**src/rtl/core/zzs_pkg.sv**
```systemverilog
package zzs_pkg;

  localparam int MAX_SIZE = 64;
  localparam int COORD_W  = $clog2(MAX_SIZE);
  localparam int SIZE_W   = 7;
  localparam int SEQ_W    = 13;
  localparam int DATA_W   = 32;
  localparam int ADDR_W   = 3;

  localparam logic REG_MATRIX_SIZE = 1'b0;

  localparam logic [SIZE_W-1:0] SIZE_RESET = SIZE_W'(8);

  typedef struct packed {
    logic [SIZE_W-1:0] n;
    logic [SEQ_W-1:0]  total;
    logic              clear;
  } cfg_t;

  typedef struct packed {
    logic [COORD_W-1:0] row;
    logic [COORD_W-1:0] col;
    logic [SEQ_W-1:0]   seq_value;
    logic               last;
  } res_t;

endpackage

```
**src/rtl/core/zzs_if.sv**
```systemverilog
interface zzs_in_if;
  logic valid;
  logic ready;
  logic start_req;

  modport source (output valid, output start_req, input ready);
  modport sink (input valid, input start_req, output ready);
endinterface

interface zzs_out_if;
  logic                        valid;
  logic                        ready;
  logic [zzs_pkg::COORD_W-1:0] row;
  logic [zzs_pkg::COORD_W-1:0] col;
  logic [zzs_pkg::SEQ_W-1:0]   seq_value;
  logic                        last;

  modport source (output valid, output row, output col, output seq_value, output last,
                  input ready);
  modport sink (input valid, input row, input col, input seq_value, input last,
                output ready);
endinterface

```
**src/rtl/core/zzs_cfg.sv**
```systemverilog
module zzs_cfg (
  input  logic                        clk,
  input  logic                        rst_n,
  input  logic                        psel,
  input  logic                        penable,
  input  logic                        pwrite,
  input  logic [zzs_pkg::ADDR_W-1:0]  paddr,
  input  logic [zzs_pkg::DATA_W-1:0]  pwdata,
  output logic [zzs_pkg::DATA_W-1:0]  prdata,
  output logic                        pready,
  output zzs_pkg::cfg_t               cfg
);

  logic [zzs_pkg::SIZE_W-1:0]   size_r;
  logic [zzs_pkg::SIZE_W-1:0]   n_r;
  logic [zzs_pkg::SEQ_W-1:0]    total_r;
  logic [zzs_pkg::SIZE_W-1:0]   size_nxt;
  logic [zzs_pkg::SIZE_W-1:0]   n_nxt;
  logic [2*zzs_pkg::SIZE_W-1:0] sq;
  logic                         wr_en;

  assign pready = 1'b1;
  assign wr_en  = psel && penable && pwrite && (paddr[2] == zzs_pkg::REG_MATRIX_SIZE);

  always_comb begin
    size_nxt = pwdata[zzs_pkg::SIZE_W-1:0];
    if (size_nxt == '0) begin
      n_nxt = zzs_pkg::SIZE_W'(1);
    end else if (size_nxt > zzs_pkg::SIZE_W'(zzs_pkg::MAX_SIZE)) begin
      n_nxt = zzs_pkg::SIZE_W'(zzs_pkg::MAX_SIZE);
    end else begin
      n_nxt = size_nxt;
    end
    sq = n_nxt * n_nxt;
  end

  always_ff @(posedge clk) begin
    if (!rst_n) begin
      size_r  <= zzs_pkg::SIZE_RESET;
      n_r     <= zzs_pkg::SIZE_RESET;
      total_r <= zzs_pkg::SEQ_W'(zzs_pkg::SIZE_RESET * zzs_pkg::SIZE_RESET);
    end else begin
      if (wr_en) begin
        size_r  <= size_nxt;
        n_r     <= n_nxt;
        total_r <= sq[zzs_pkg::SEQ_W-1:0];
      end
    end
  end

  always_comb begin
    prdata = '0;
    if (paddr[2] == zzs_pkg::REG_MATRIX_SIZE) begin
      prdata = zzs_pkg::DATA_W'(size_r);
    end
  end

  assign cfg.n     = n_r;
  assign cfg.total = total_r;
  assign cfg.clear = wr_en;

endmodule

```
**src/rtl/core/zzs_step.sv**
```systemverilog
module zzs_step (
  input  logic          clk,
  input  logic          rst_n,
  input  zzs_pkg::cfg_t cfg,
  input  logic          fire,
  input  logic          start_req,
  output zzs_pkg::res_t res
);

  logic [zzs_pkg::COORD_W-1:0] row_r, row_nxt;
  logic [zzs_pkg::COORD_W-1:0] col_r, col_nxt;
  logic [zzs_pkg::SEQ_W-1:0]   cnt_r, cnt_nxt;
  logic [zzs_pkg::COORD_W-1:0] nm1;
  logic                        restart;
  logic                        odd_diag;

  always_comb begin
    nm1      = zzs_pkg::COORD_W'(cfg.n - zzs_pkg::SIZE_W'(1));
    odd_diag = nm1[0] ^ row_r[0] ^ col_r[0];
    restart  = start_req || (cnt_r == '0) || (cnt_r >= cfg.total)
               || ({1'b0, row_r} >= cfg.n) || ({1'b0, col_r} >= cfg.n);
    row_nxt  = row_r;
    col_nxt  = col_r;
    cnt_nxt  = cnt_r + zzs_pkg::SEQ_W'(1);
    if (restart) begin
      row_nxt = nm1;
      col_nxt = '0;
      cnt_nxt = zzs_pkg::SEQ_W'(1);
    end else if (!odd_diag) begin
      if (row_r != '0 && col_r != '0) begin
        row_nxt = row_r - 1'b1;
        col_nxt = col_r - 1'b1;
      end else if (row_r == '0) begin
        col_nxt = col_r + 1'b1;
      end else begin
        row_nxt = row_r - 1'b1;
      end
    end else begin
      if (row_r < nm1 && col_r < nm1) begin
        row_nxt = row_r + 1'b1;
        col_nxt = col_r + 1'b1;
      end else if (col_r == nm1) begin
        row_nxt = row_r - 1'b1;
      end else begin
        col_nxt = col_r + 1'b1;
      end
    end
  end

  always_ff @(posedge clk) begin
    if (!rst_n) begin
      row_r <= '0;
      col_r <= '0;
      cnt_r <= '0;
    end else if (cfg.clear) begin
      cnt_r <= '0;
    end else if (fire) begin
      row_r <= row_nxt;
      col_r <= col_nxt;
      cnt_r <= cnt_nxt;
    end
  end

  assign res.row       = row_nxt;
  assign res.col       = col_nxt;
  assign res.seq_value = cnt_nxt;
  assign res.last      = (cnt_nxt == cfg.total);

`ifndef ASSERT_OFF
  a_cnt_bound: assert property (@(posedge clk) disable iff (!rst_n)
    !cfg.clear |-> cnt_r <= cfg.total)
    else $error("scan count beyond matrix area");

  a_pos_bound: assert property (@(posedge clk) disable iff (!rst_n)
    (cnt_r != '0 && !cfg.clear) |-> ({1'b0, row_r} < cfg.n && {1'b0, col_r} < cfg.n))
    else $error("scan position outside matrix");

  a_restart: assert property (@(posedge clk) disable iff (!rst_n)
    (fire && start_req && !cfg.clear) |=> (cnt_r == zzs_pkg::SEQ_W'(1) && col_r == '0))
    else $error("restart did not return to first cell");
`endif

endmodule

```
**src/rtl/core/zzs_skid.sv**
```systemverilog
module zzs_skid (
  input  logic          clk,
  input  logic          rst_n,
  input  logic          push,
  input  zzs_pkg::res_t push_data,
  output logic          can_push,
  zzs_out_if.source     out_if
);

  logic          out_valid_r;
  zzs_pkg::res_t out_data_r;
  logic          skid_valid_r;
  zzs_pkg::res_t skid_data_r;
  logic          out_free;

  assign out_free = !out_valid_r || out_if.ready;
  assign can_push = !skid_valid_r;

  always_ff @(posedge clk) begin
    if (!rst_n) begin
      out_valid_r  <= 1'b0;
      skid_valid_r <= 1'b0;
    end else if (out_free) begin
      if (skid_valid_r) begin
        out_valid_r  <= 1'b1;
        skid_valid_r <= 1'b0;
      end else begin
        out_valid_r <= push;
      end
    end else if (push) begin
      skid_valid_r <= 1'b1;
    end
  end

  always_ff @(posedge clk) begin
    if (out_free) begin
      if (skid_valid_r) begin
        out_data_r <= skid_data_r;
      end else if (push) begin
        out_data_r <= push_data;
      end
    end else if (push) begin
      skid_data_r <= push_data;
    end
  end

  assign out_if.valid     = out_valid_r;
  assign out_if.row       = out_data_r.row;
  assign out_if.col       = out_data_r.col;
  assign out_if.seq_value = out_data_r.seq_value;
  assign out_if.last      = out_data_r.last;

`ifndef ASSERT_OFF
  a_skid_order: assert property (@(posedge clk) disable iff (!rst_n)
    skid_valid_r |-> out_valid_r)
    else $error("skid stage holds a transaction ahead of the output stage");
`endif

endmodule

```
**src/rtl/core/zigzag_scan_order_generator_core.sv**
```systemverilog
// Zigzag scan order generator: each accepted input transaction produces one
// cell of the anti-diagonal zigzag order of an n by n matrix (n from the
// matrix_size register, 0 read as 1, above 64 read as 64), beginning at the
// bottom-left cell, with its row, column, position from 1 and a last flag on
// cell n*n. One transaction is taken every clock cycle while the skid entry is
// empty; the result goes to the output register of a two-entry buffer, or to
// its skid register while the output stalls. The next-cell logic reads the held
// position and count, cfg and start_req. A register write restarts the scan.
module zigzag_scan_order_generator_core (
  input  logic                        clk,
  input  logic                        rst_n,
  zzs_in_if.sink                      in_if,
  zzs_out_if.source                   out_if,
  input  logic                        psel,
  input  logic                        penable,
  input  logic                        pwrite,
  input  logic [zzs_pkg::ADDR_W-1:0]  paddr,
  input  logic [zzs_pkg::DATA_W-1:0]  pwdata,
  output logic [zzs_pkg::DATA_W-1:0]  prdata,
  output logic                        pready
);

  zzs_pkg::cfg_t cfg;
  zzs_pkg::res_t res;
  logic          can_push;
  logic          fire;

  assign in_if.ready = can_push;
  assign fire        = in_if.valid && can_push;

  zzs_cfg u_cfg (
    .clk     (clk),
    .rst_n   (rst_n),
    .psel    (psel),
    .penable (penable),
    .pwrite  (pwrite),
    .paddr   (paddr),
    .pwdata  (pwdata),
    .prdata  (prdata),
    .pready  (pready),
    .cfg     (cfg)
  );

  zzs_step u_step (
    .clk       (clk),
    .rst_n     (rst_n),
    .cfg       (cfg),
    .fire      (fire),
    .start_req (in_if.start_req),
    .res       (res)
  );

  zzs_skid u_skid (
    .clk       (clk),
    .rst_n     (rst_n),
    .push      (fire),
    .push_data (res),
    .can_push  (can_push),
    .out_if    (out_if)
  );

endmodule
```
**src/flat_wrapper.sv**
```systemverilog
// flat-port wrapper written by rule: the top's interface ports become plain ports
module zigzag_scan_order_generator_core_flat 
  (clk, rst_n, psel, penable, pwrite, paddr, pwdata, prdata, pready, in_if_valid, in_if_start_req, in_if_ready, out_if_valid, out_if_row, out_if_col, out_if_seq_value, out_if_last, out_if_ready);
  zzs_in_if in_if_i ();
  zzs_out_if out_if_i ();
  input  logic clk;
  input  logic rst_n;
  input  logic psel;
  input  logic penable;
  input  logic pwrite;
  input  logic [zzs_pkg::ADDR_W-1:0] paddr;
  input  logic [zzs_pkg::DATA_W-1:0] pwdata;
  output logic [zzs_pkg::DATA_W-1:0] prdata;
  output logic pready;
  input wire logic [$bits(in_if_i.valid)-1:0] in_if_valid;
  input wire logic [$bits(in_if_i.start_req)-1:0] in_if_start_req;
  output wire logic [$bits(in_if_i.ready)-1:0] in_if_ready;
  output wire logic [$bits(out_if_i.valid)-1:0] out_if_valid;
  output wire logic [$bits(out_if_i.row)-1:0] out_if_row;
  output wire logic [$bits(out_if_i.col)-1:0] out_if_col;
  output wire logic [$bits(out_if_i.seq_value)-1:0] out_if_seq_value;
  output wire logic [$bits(out_if_i.last)-1:0] out_if_last;
  input wire logic [$bits(out_if_i.ready)-1:0] out_if_ready;
  assign in_if_i.valid = in_if_valid;
  assign in_if_i.start_req = in_if_start_req;
  assign in_if_ready = in_if_i.ready;
  assign out_if_valid = out_if_i.valid;
  assign out_if_row = out_if_i.row;
  assign out_if_col = out_if_i.col;
  assign out_if_seq_value = out_if_i.seq_value;
  assign out_if_last = out_if_i.last;
  assign out_if_i.ready = out_if_ready;
  zigzag_scan_order_generator_core u_core (.clk(clk), .rst_n(rst_n), .in_if(in_if_i), .out_if(out_if_i), .psel(psel), .penable(penable), .pwrite(pwrite), .paddr(paddr), .pwdata(pwdata), .prdata(prdata), .pready(pready));
endmodule
```
**config.mk**
```make
export PLATFORM = sky130hd
export DESIGN_NAME = zigzag_scan_order_generator_core_flat
export DESIGN_NICKNAME = d
export VERILOG_FILES = /design/src/rtl/core/zzs_pkg.sv /design/src/rtl/core/zzs_if.sv /design/src/rtl/core/zzs_cfg.sv /design/src/rtl/core/zzs_step.sv /design/src/rtl/core/zzs_skid.sv /design/src/rtl/core/zigzag_scan_order_generator_core.sv /design/src/flat_wrapper.sv
export SDC_FILE = /design/constraint.sdc
export NUM_CORES = 1
export LEC_CHECK = 0
export BUFFER_PORTS_ARGS = -buffer_cell sky130_fd_sc_hd__buf_4
export CAP_MARGIN = 5
export CORE_ASPECT_RATIO = 1.5
export CORE_MARGIN = 1
export CORE_UTILIZATION = 59
export CTS_BUF_LIST = sky130_fd_sc_hd__clkbuf_16
export DETAILED_ROUTE_END_ITERATION = 7
export HOLD_SLACK_MARGIN = 0.05
export PLACE_DENSITY = 0.81
export SYNTH_ARGS = -nofsm -noshare
export SYNTH_HDL_FRONTEND = slang
export SYNTH_SLANG_ARGS = --single-unit
```
**constraint.sdc**
```tcl
create_clock -name clk -period 5.8 [get_ports clk]
set_input_delay 1.16 -clock clk [delete_from_list [all_inputs] [get_ports clk]]
set_output_delay 1.16 -clock clk [all_outputs]
set_load 0.02 [all_outputs]
```
==> results.sh, run 1 <==
export IMPL_status="finished, final reports clean"
export IMPL_syn_area_per_cell_sq_um=8.70
export IMPL_ys_top_cells_by_area="edfxtp_1, dfxtp_1, ha_1, nand2_1, a21oi_1"
export IMPL_path_clk_slew_ps=70
export IMPL_ys_top_cells_by_count="nand2_1, ha_1, a21oi_1, inv_1"
export IMPL_use_met2_pct=49.9
export IMPL_routed_wl_microns=18100
export IMPL_rsz0062_at_grt="false"
export IMPL_root_buffer="clkbuf_16"
export IMPL_slew_violations=0
export IMPL_ctsHoldBuffers=0
export IMPL_io_pins=104
export IMPL_clkSinkCount=104
export IMPL_finalNetCount=1030
export IMPL_grt_max_degree=35
export IMPL_gr_usage_met1_pct=34.0
export IMPL_drive_gt1_share_pct=10.3
export IMPL_fin_crit_sh_pct=91.4
export IMPL_async_flop_share_pct=0
export IMPL_grt_overflow_total=0
export IMPL_cts_buffers=9
export IMPL_dieArea_sq_um=13500
export IMPL_max_slew_margin_rel_pct=25.8
export IMPL_power_switching_uw=570
export IMPL_drc=0
export IMPL_synth_seq_area_share_pct=34.0
export IMPL_n_fill_cell=1022
export IMPL_grt_pass1_wl_microns=29600
export IMPL_switching_share_pct=30.5
export IMPL_placed_cells=1051
export IMPL_ant_nets=0
export IMPL_antenna_found_initial=0
export IMPL_critPathMaxFanout=10
export IMPL_die_h_microns=142
export IMPL_post_route_min_period_ps=5300
export IMPL_yosysMostFrequentCell="nand2_1"
export IMPL_drt_iter0_drc=611
export IMPL_tns_ps=0
export IMPL_io_buffers=50
export IMPL_clock_skew_ps=8.10
export IMPL_setup_violations_final=0
export IMPL_drv_cap=0
export IMPL_endpoint_kind="flip-flop"
export IMPL_min_path_cells=2
export IMPL_yosys_area_top_type="edfxtp_1"
export IMPL_min_delay_path_class="reg2reg"
export IMPL_gp_congestion=0.936
export IMPL_vias_per_cell=6.10
export IMPL_die_w_microns=95.0
export IMPL_comb_power_share_pct=23.3
export IMPL_wire_per_inst_microns=17.0
export IMPL_synth_ff_latch_count=104
export IMPL_rows=50
export IMPL_routed_via_count=6508
export IMPL_yosysUniqueCellTypes=75
export IMPL_hold_viol=0
export IMPL_netlist_instances=880
export IMPL_clockPowerShare_pct=32.7
export IMPL_cellLeakagePower_uw=0.00340
export IMPL_required_ps=6040
export IMPL_synth_top_area_share_pct=20.4
export IMPL_p_seq_share_pct=44.0
export IMPL_irDropWorstVdd_uv=174
export IMPL_synth_edf_count=52
export IMPL_worstSkewPairLatency_ps=350
export IMPL_start_kind="input pin"
export IMPL_stdcell_count=1067
export IMPL_syn_area_sq_um=7660
export IMPL_cts_buffer_depth=2
export IMPL_num_antenna_cells=0
export IMPL_syn2layout_area_growth_pct=8.35
export IMPL_synthFlopType="edfxtp_1"
export IMPL_rr_worst_depth=11
export IMPL_cts_resized_gates=0
export IMPL_initial_utilization_pct=60.9
export IMPL_pwr_density_cell_nw_per_um2=225
export IMPL_hpwlAfterDp_microns=13400
export IMPL_post_cts_setup_buffer_count=0
export IMPL_first_global_vias=6140
export IMPL_critical_path_class="in2reg"
export IMPL_cp_arrival_ps=5540
export IMPL_cts_tree="yes"
export IMPL_p_int_uw=1300
export IMPL_grt_util_all_layers_pct=28.2
export IMPL_grt_busiest_layer="met2"
export IMPL_ys_warn_count=0
export IMPL_tightest_slew_ps=1110
export IMPL_grt_met3_usage_pct=3.86
export IMPL_dr_pass1_iters=5
export IMPL_htreeDepth=3
export IMPL_clock_fmax_mhz=189
export IMPL_design_core_area_sq_um=12600
[routing by layer]
layer  vias to the layer above  share of wire (%)
met5                         -                  0
met4                         0                3.6
met3                        54                5.2
met2                       264                 51
met1                      3053                 40
li1                       3137                  -
[power groups by stage]
stage                     combinational [uW]  sequential, uW  clock (uW)
final                                    436             823         611
after global placement                   419             837           0
after floorplan                          327             847           0
after global routing                     485             826         641
after CTS                                432             823         612
after detailed placement                 430             839           0
[path summary, 6_finish.rpt]
path,start,endpoint,slack [ps]
worst max-delay path,pwdata[6],u_core.u_cfg.total_r[12],500
worst min-delay path,u_core.u_cfg.n_r[5],u_core.u_cfg.n_r[5],460
worst max register to register,u_core.u_cfg.n_r[0],u_core.u_skid.out_if.row[1],1450
worst min register to register,u_core.u_cfg.n_r[5],u_core.u_cfg.n_r[5],460
[sequential cells by signal (all words and copies together), names as in the netlist]
signal	flops
u_core.u_skid.out_if.col	6
u_core.u_skid.skid_data_r	26
u_core.u_skid.skid_valid_r	1
u_core.u_step.row_r	6
u_core.u_step.col_r	6
u_core.u_skid.out_if.valid	1
u_core.u_skid.out_if.last	1
u_core.u_skid.out_if.seq_value	13
u_core.u_cfg.size_r	7
u_core.u_cfg.n_r	7
u_core.u_step.cnt_r	13
u_core.u_skid.out_if.row	6
u_core.u_cfg.total_r	11
[worst max-delay path, stage by stage]
cell	delay, ps
buf_4	160
nor2b_1	310
nand2_1	150
fa_1	500
fa_1	550
inv_1	50
fa_1	530
inv_1	70
fa_1	540
inv_1	40
ha_1	300
inv_1	100
o21bai_1	80
a21oi_1	250
o21ai_0	190
a31oi_1	260
nor3b_1	80
a211o_1	220
[per-stage QoR]
step | worst slack, ps | hold slack (ps) | total power (uW) | instance area, sq um | utilization [%]
6_report | 496 | 456 | 1870 | 8300 | 66.0
5_1_grt | 204 | 480 | 1950 | 8300 | 66.0
4_1_cts | 486 | 457 | 1870 | 8300 | 66.0
3_5_place_dp | 129 | 446 | 1270 | 8010 | 63.7
3_3_place_gp | 232 | 443 | 1260 | 8010 | 63.7
2_1_floorplan | 511 | 432 | 1170 | 7780 | -
[cell families after synthesis]
family	synth area share [%]
buf+inv	8.17
flops	34.0
compound gates	16.8
simple gates	20.3
fa+ha+maj	14.7
mux	1.63
xor+xnor	4.34
other cells	0.0980
[layout by cell type, fill, tap and decap left out, types with 12 or more instances in the layout]
cell	n
nor2_1	50
nor2b_1	16
o21ai_0	29
dfxtp_1	52
edfxtp_1	52
and3_1	15
a31oi_1	12
nand2_1	117
o31ai_1	17
a21oi_1	61
ha_1	66
fa_1	15
inv_1	60
nand3_1	30
buf_4	58
conb_1	33
xnor2_1	25
xor2_1	13
nor3_1	23
[final cells by class]
cell class | instances | area [sq um] | share of cell area, %
clock buffer | 9 | 225 | 2.71
inverter | 59 | 221 | 2.67
tap | 156 | 195 | 2.35
timing repair buffer | 58 | 435 | 5.25
multi-input combinational | 674 | 4550 | 54.8
clock inverter | 7 | 68.8 | 0.829
sequential | 104 | 2600 | 31.4
Note: power is estimated with default switching activity, not from simulation.
==> inputs of run 2 (changes only) <==
- RECOVER_POWER: default -> 50
==> results.sh, run 2 (same netlist as run 1, synthesis figures left out) <==
export IMPL_first_global_vias=6140
export IMPL_grt_pass1_wl_microns=29600
export IMPL_worst_path_max_delay_cell="fa_1"
export IMPL_drive_gt1_share_pct=5.93
export IMPL_wire_per_inst_microns=16.9
export IMPL_clock_skew_ps=9.23
export IMPL_critical_path_class="in2reg"
export IMPL_min_path_cells=2
export IMPL_gp_congestion=0.936
export IMPL_n_fill_cell=1069
export IMPL_seqCellArea_sq_um=2600
export IMPL_cts_buffer_depth=2
export IMPL_rsz0062_at_grt="false"
export IMPL_dr_pass1_iters=7
export IMPL_layout_commonest_cell="nand2_1"
export IMPL_required_ps=6040
export IMPL_drt_iter0_drc=635
export IMPL_cts_buffers=9
export IMPL_min_delay_path_class="reg2reg"
export IMPL_initial_utilization_pct=60.9
export IMPL_setup_violations_final=0
export IMPL_tns_ps=0
export IMPL_design_core_area_sq_um=12600
export IMPL_finalNetCount=1030
export IMPL_rows=50
export IMPL_routed_wl_microns=18100
export IMPL_placed_cells=1051
export IMPL_post_cts_setup_buffer_count=0
export IMPL_cts_resized_gates=0
export IMPL_dieArea_sq_um=13500
export IMPL_drc=0
export IMPL_final_cell_mix="nand2_1, ha_1, a21oi_1"
export IMPL_io_buffers=50
export IMPL_io_pins=104
export IMPL_ant_nets=0
export IMPL_regMostFlops="u_core.u_skid.skid_data_r"
export IMPL_largest_reg_flops=26
export IMPL_start_kind="input pin"
export IMPL_routed_via_count=6547
export IMPL_num_antenna_cells=0
export IMPL_status="finished, final reports clean"
export IMPL_stdcell_count=1067
export IMPL_max_stage_delay_ps=550
export IMPL_clkSinkCount=104
export IMPL_hpwlAfterDp_microns=13400
export IMPL_cp_arrival_ps=5550
export IMPL_grt_util_all_layers_pct=28.2
export IMPL_fin_crit_sh_pct=91.6
export IMPL_worstSkewPairLatency_ps=350
export IMPL_multi_input_area_sq_um=4550
export IMPL_reg2reg_slack_ps=1470
export IMPL_syn2layout_area_growth_pct=6.40
export IMPL_drv_cap=0
export IMPL_hold_viol=0
export IMPL_cellLeakagePower_uw=0.00326
export IMPL_post_route_min_period_ps=5320
export IMPL_rr_worst_depth=11
export IMPL_path_clk_slew_ps=70
export IMPL_root_buffer="clkbuf_16"
export IMPL_cts_tree="yes"
export IMPL_worstPathCellList="buf_4, nor2b_1, nand2_1, fa_1, fa_1, inv_1, fa_1, inv_1, fa_1, inv_1, ha_1, inv_1, o21bai_1, a21oi_1, o21ai_0, a31oi_1, nor3b_1, a211o_1"
export IMPL_critPathMaxFanout=10
export IMPL_grt_overflow_total=0
export IMPL_ctsHoldBuffers=0
export IMPL_pwr_density_cell_nw_per_um2=228
export IMPL_max_slew_margin_rel_pct=25.9
export IMPL_htreeDepth=3
export IMPL_grt_max_degree=35
export IMPL_vias_per_cell=6.14
export IMPL_antenna_found_initial=0
export IMPL_irDropWorstVdd_uv=173
export IMPL_die_h_microns=142
export IMPL_clock_fmax_mhz=188
export IMPL_slew_violations=0
export IMPL_die_w_microns=95.0
export IMPL_tightest_slew_ps=1110
export IMPL_endpoint_kind="flip-flop"
-- run 2: metal layers --
metal	track usage, %	wire [microns]	share of wire (%)
met1	34.0	7150	40
met2	49.9	9250	51
met3	3.86	1010	5.6
met4	11.2	674	3.7
met5	0	0	0
-- run 2: final cells by class --
| cell class | count | area share (%) |
|---|---|---|
| multi-input combinational | 674 | 55.8 |
| sequential | 104 | 31.9 |
| timing repair buffer | 58 | 3.55 |
| clock buffer | 9 | 2.76 |
| inverter | 59 | 2.72 |
| tap | 156 | 2.39 |
| clock inverter | 7 | 0.844 |
-- run 2: worst paths after layout --
| kind | from | endpoint |
|---|---|---|
| setup / recovery | pwdata[6] | u_core.u_cfg.total_r[12] |
| hold / removal | u_core.u_cfg.n_r[5] | u_core.u_cfg.n_r[5] |
| setup reg to reg | u_core.u_cfg.n_r[0] | u_core.u_skid.out_if.row[1] |
| hold reg to reg | u_core.u_cfg.n_r[5] | u_core.u_cfg.n_r[5] |
-- run 2: stage by stage --
| stage | area [sq um] | worst slack (ps) | hold slack [ps] | power, uW | utilization [%] |
|---|---|---|---|---|---|
| CTS | 8300 | 486 | 457 | 1870 | 66.0 |
| global placement | 8010 | 232 | 443 | 1260 | 63.7 |
| detailed placement | 8010 | 129 | 446 | 1270 | 63.7 |
| global route | 8150 | 204 | 480 | 1940 | 64.8 |
| floorplan | 7780 | 511 | 432 | 1170 | - |
| finish | 8150 | 484 | 456 | 1860 | 64.8 |
-- run 2: worst max-delay path: cells and delay by family --
kind | cells | cell delay, ps
adder cells (fa/ha/maj) | 5 | 2420
buffers and inverters | 5 | 410
AO/OA/AOI/OAI | 5 | 1020
AND/OR/NAND/NOR | 3 | 540
-- run 2: power breakdown --
part	internal, uW	switching (uW)	leakage, uW
clock	335	277	0.000147
combinational	153	270	0.00220
sequential	800	23.1	0.000910
total	1290	571	0.00326
==> inputs of run 3 (changes only) <==
- PLACE_DENSITY: 0.81 -> 0.82
- SYNTH_HIERARCHICAL: default -> 1
==> results.sh, run 3 <==
export IMPL_status="finished, violations left"
export IMPL_violations="max-capacitance violations, max-slew violations"
export IMPL_ctsHoldBuffers=0
export IMPL_hold_viol=0
export IMPL_r2r_end="u_core/u_skid/out_if.row[5]"
export IMPL_synthFlopType="edfxtp_1"
export IMPL_regMostFlops="u_core/u_skid/skid_data_r"
export IMPL_irDropWorstVdd_uv=194
export IMPL_ys_warn_count=6
export IMPL_die_h_microns=141
export IMPL_grt_util_all_layers_pct=25.3
export IMPL_setup_violations_final=0
export IMPL_routed_wl_microns=16300
export IMPL_ant_nets=0
export IMPL_die_w_microns=94.9
export IMPL_path_clk_slew_ps=70
export IMPL_max_stage_delay_ps=550
export IMPL_ys_top_cells_by_count="nand2_1, ha_1, inv_1, dfxtp_1, edfxtp_1"
export IMPL_wire_per_inst_microns=16.1
export IMPL_synth_seq_area_share_pct=34.1
export IMPL_cp_startpoint="pwdata[4]"
export IMPL_reg2reg_from="u_core/u_cfg/n_r[0]"
export IMPL_worstPathCellList="buf_4, nor2b_1, nand2_1, fa_1, fa_1, inv_1, fa_1, inv_1, fa_1, inv_1, ha_1, a21o_1, o21bai_1, and3_1, or3_1, nand3_1"
export IMPL_design_core_area_sq_um=12600
export IMPL_hpwlAfterDp_microns=12100
export IMPL_drv_cap=2
export IMPL_post_cts_setup_buffer_count=0
export IMPL_synth_edf_count=52
export IMPL_endpoint_kind="flip-flop"
export IMPL_yosys_area_top_type="edfxtp_1"
export IMPL_first_global_vias=5784
export IMPL_vias_per_cell=5.98
export IMPL_layout_commonest_cell="nand2_1"
export IMPL_critical_path_class="in2reg"
export IMPL_clock_skew_ps=9.95
export IMPL_io_buffers=50
export IMPL_async_flop_share_pct=0
export IMPL_io_pins=104
export IMPL_root_buffer="clkbuf_16"
export IMPL_post_route_min_period_ps=5090
export IMPL_cts_buffers=9
export IMPL_required_ps=6090
export IMPL_worstSkewPairLatency_ps=350
export IMPL_finalNetCount=982
export IMPL_cp_arrival_ps=5380
export IMPL_largest_reg_flops=26
export IMPL_num_antenna_cells=0
export IMPL_yosysMostFrequentCell="nand2_1"
export IMPL_drive_gt1_share_pct=10.1
export IMPL_pre_cts_ws_ps=375
export IMPL_cts_resized_gates=0
export IMPL_antenna_found_initial=0
export IMPL_start_kind="input pin"
export IMPL_netlist_instances=822
export IMPL_synth_ff_latch_count=104
export IMPL_min_delay_path_class="reg2reg"
export IMPL_layout_setup_ws_ps=713
export IMPL_clock_fmax_mhz=197
export IMPL_gp_congestion=0.913
export IMPL_min_path_cells=2
export IMPL_grt_overflow_total=0
export IMPL_syn_area_per_cell_sq_um=9.28
export IMPL_htreeDepth=3
export IMPL_tightest_slew_ps=1930
export IMPL_syn2layout_area_growth_pct=5.90
export IMPL_crit_path_frequent_cell="fa_1"
export IMPL_routed_via_count=6083
export IMPL_max_slew_margin_rel_pct=-28.9
export IMPL_grt_max_degree=36
export IMPL_cellLeakagePower_uw=0.00326
export IMPL_synth_top_area_share_pct=20.5
export IMPL_critPathMaxFanout=8
export IMPL_grt_pass1_wl_microns=26900
export IMPL_drt_iter0_drc=417
export IMPL_hold_start="u_core/u_cfg/size_r[0]"
export IMPL_initial_utilization_pct=60.7
export IMPL_yosysUniqueCellTypes=88
export IMPL_power_uw=1840
export IMPL_drc=0
export IMPL_worst_path_max_delay_cell="fa_1"
export IMPL_tns_ps=0
export IMPL_cts_tree="yes"
export IMPL_rr_worst_depth=13
export IMPL_syn_area_sq_um=7630
export IMPL_final_cell_mix="nand2_1, ha_1, inv_1"
export IMPL_dieArea_sq_um=13400
export IMPL_dr_pass1_iters=5
export IMPL_reg2reg_slack_ps=1470
export IMPL_fin_crit_sh_pct=87.7
export IMPL_crit_end="u_core/u_cfg/total_r[10]"
export IMPL_ys_top_cells_by_area="edfxtp_1, dfxtp_1, ha_1, nand2_1, fa_1"
export IMPL_cts_buffer_depth=2
export IMPL_clkSinkCount=104
export IMPL_slew_violations=54
export IMPL_rows=50
export IMPL_pwr_density_cell_nw_per_um2=228
export IMPL_rsz0062_at_grt="false"
==> run 3: changes by cell type in the layout (fill, tap and decap cells not counted), sizes merged, moves of 8 or more <==
cell	before	now
o31ai	17	9
a21oi	61	48
mux2	9	26
mux2i	2	11
nand2	117	100
==> run 3: cells by family (layout without fill, tap and decap cells) <==
| kind of cell | Yosys count | in the layout | synth area share, % |
|---|---|---|---|
| other | 2 | 34 | 0.0984 |
| muxes | 37 | 37 | 5.67 |
| buffers and inverters | 126 | 134 | 8.36 |
| and+or+nand+nor | 287 | 287 | 19.2 |
| xor gates and xnor gates | 30 | 30 | 3.44 |
| AOI/OAI and AO/OA | 155 | 155 | 14.3 |
| adders and majority gates | 81 | 81 | 14.8 |
| DFF | 104 | 104 | 34.1 |
==> run 3: per-stage QoR <==
| step | hold WS (ps) | area [sq um] | utilization (%) | instances |
|---|---|---|---|---|
| 2_1_floorplan | 432 | 7750 | - | 854 |
| 6_report | 464 | 8080 | 64.3 | 1018 |
| 3_5_place_dp | 447 | 7960 | 63.3 | 1003 |
| 3_3_place_gp | 443 | 7960 | 63.3 | 1003 |
| 4_1_cts | 458 | 8240 | 65.6 | 1018 |
| 5_1_grt | 472 | 8080 | 64.3 | 1018 |
==> run 3: metal layers <==
layer / vias up / share of wire [%] / GRT usage, %
li1: 2938 / - / -
met1: 2890 / 41 / 30.3
met2: 212 / 51 / 44.2
met3: 43 / 4.8 / 4.07
met4: 0 / 3.1 / 10.9
met5: - / 0 / 0
==> run 3: how the worst min path moves through the flow <==
stage | slack, ps | to
after floorplan | 430 | u_core/u_cfg/size_r[0]
after global placement | 440 | u_core/u_cfg/n_r[4]
after detailed placement | 450 | u_core/u_cfg/size_r[5]
after CTS | 460 | u_core/u_cfg/size_r[5]
after global routing | 470 | u_core/u_cfg/size_r[0]
final | 460 | u_core/u_cfg/size_r[0]
==> run 3: cell type report <==
| type | count | area [sq um] |
|---|---|---|
| multi-input cells | 624 | 4490 |
| fillers | 1058 | 4490 |
| flip-flops and latches | 104 | 2600 |
| repair buffers | 55 | 270 |
| inverters | 64 | 240 |
| clock buffers | 9 | 225 |
| well taps | 156 | 195 |
| clock inverters | 6 | 53.8 |
==> run 3: worst max-delay path, delay by kind of cell <==
kind,cells,cell delay (ps)
buf+inv,4,290
simple gates,5,1060
fa+ha+maj,5,2410
compound gates,2,450
==> run 3: report_power, final <==
| group | leakage [uW] | switching, uW | internal, uW |
|---|---|---|---|
| Sequential | 0.000913 | 21.7 | 801 |
| Clock | 0.000128 | 283 | 296 |
| Combinational | 0.00222 | 280 | 159 |
| Total | 0.00326 | 585 | 1260 |
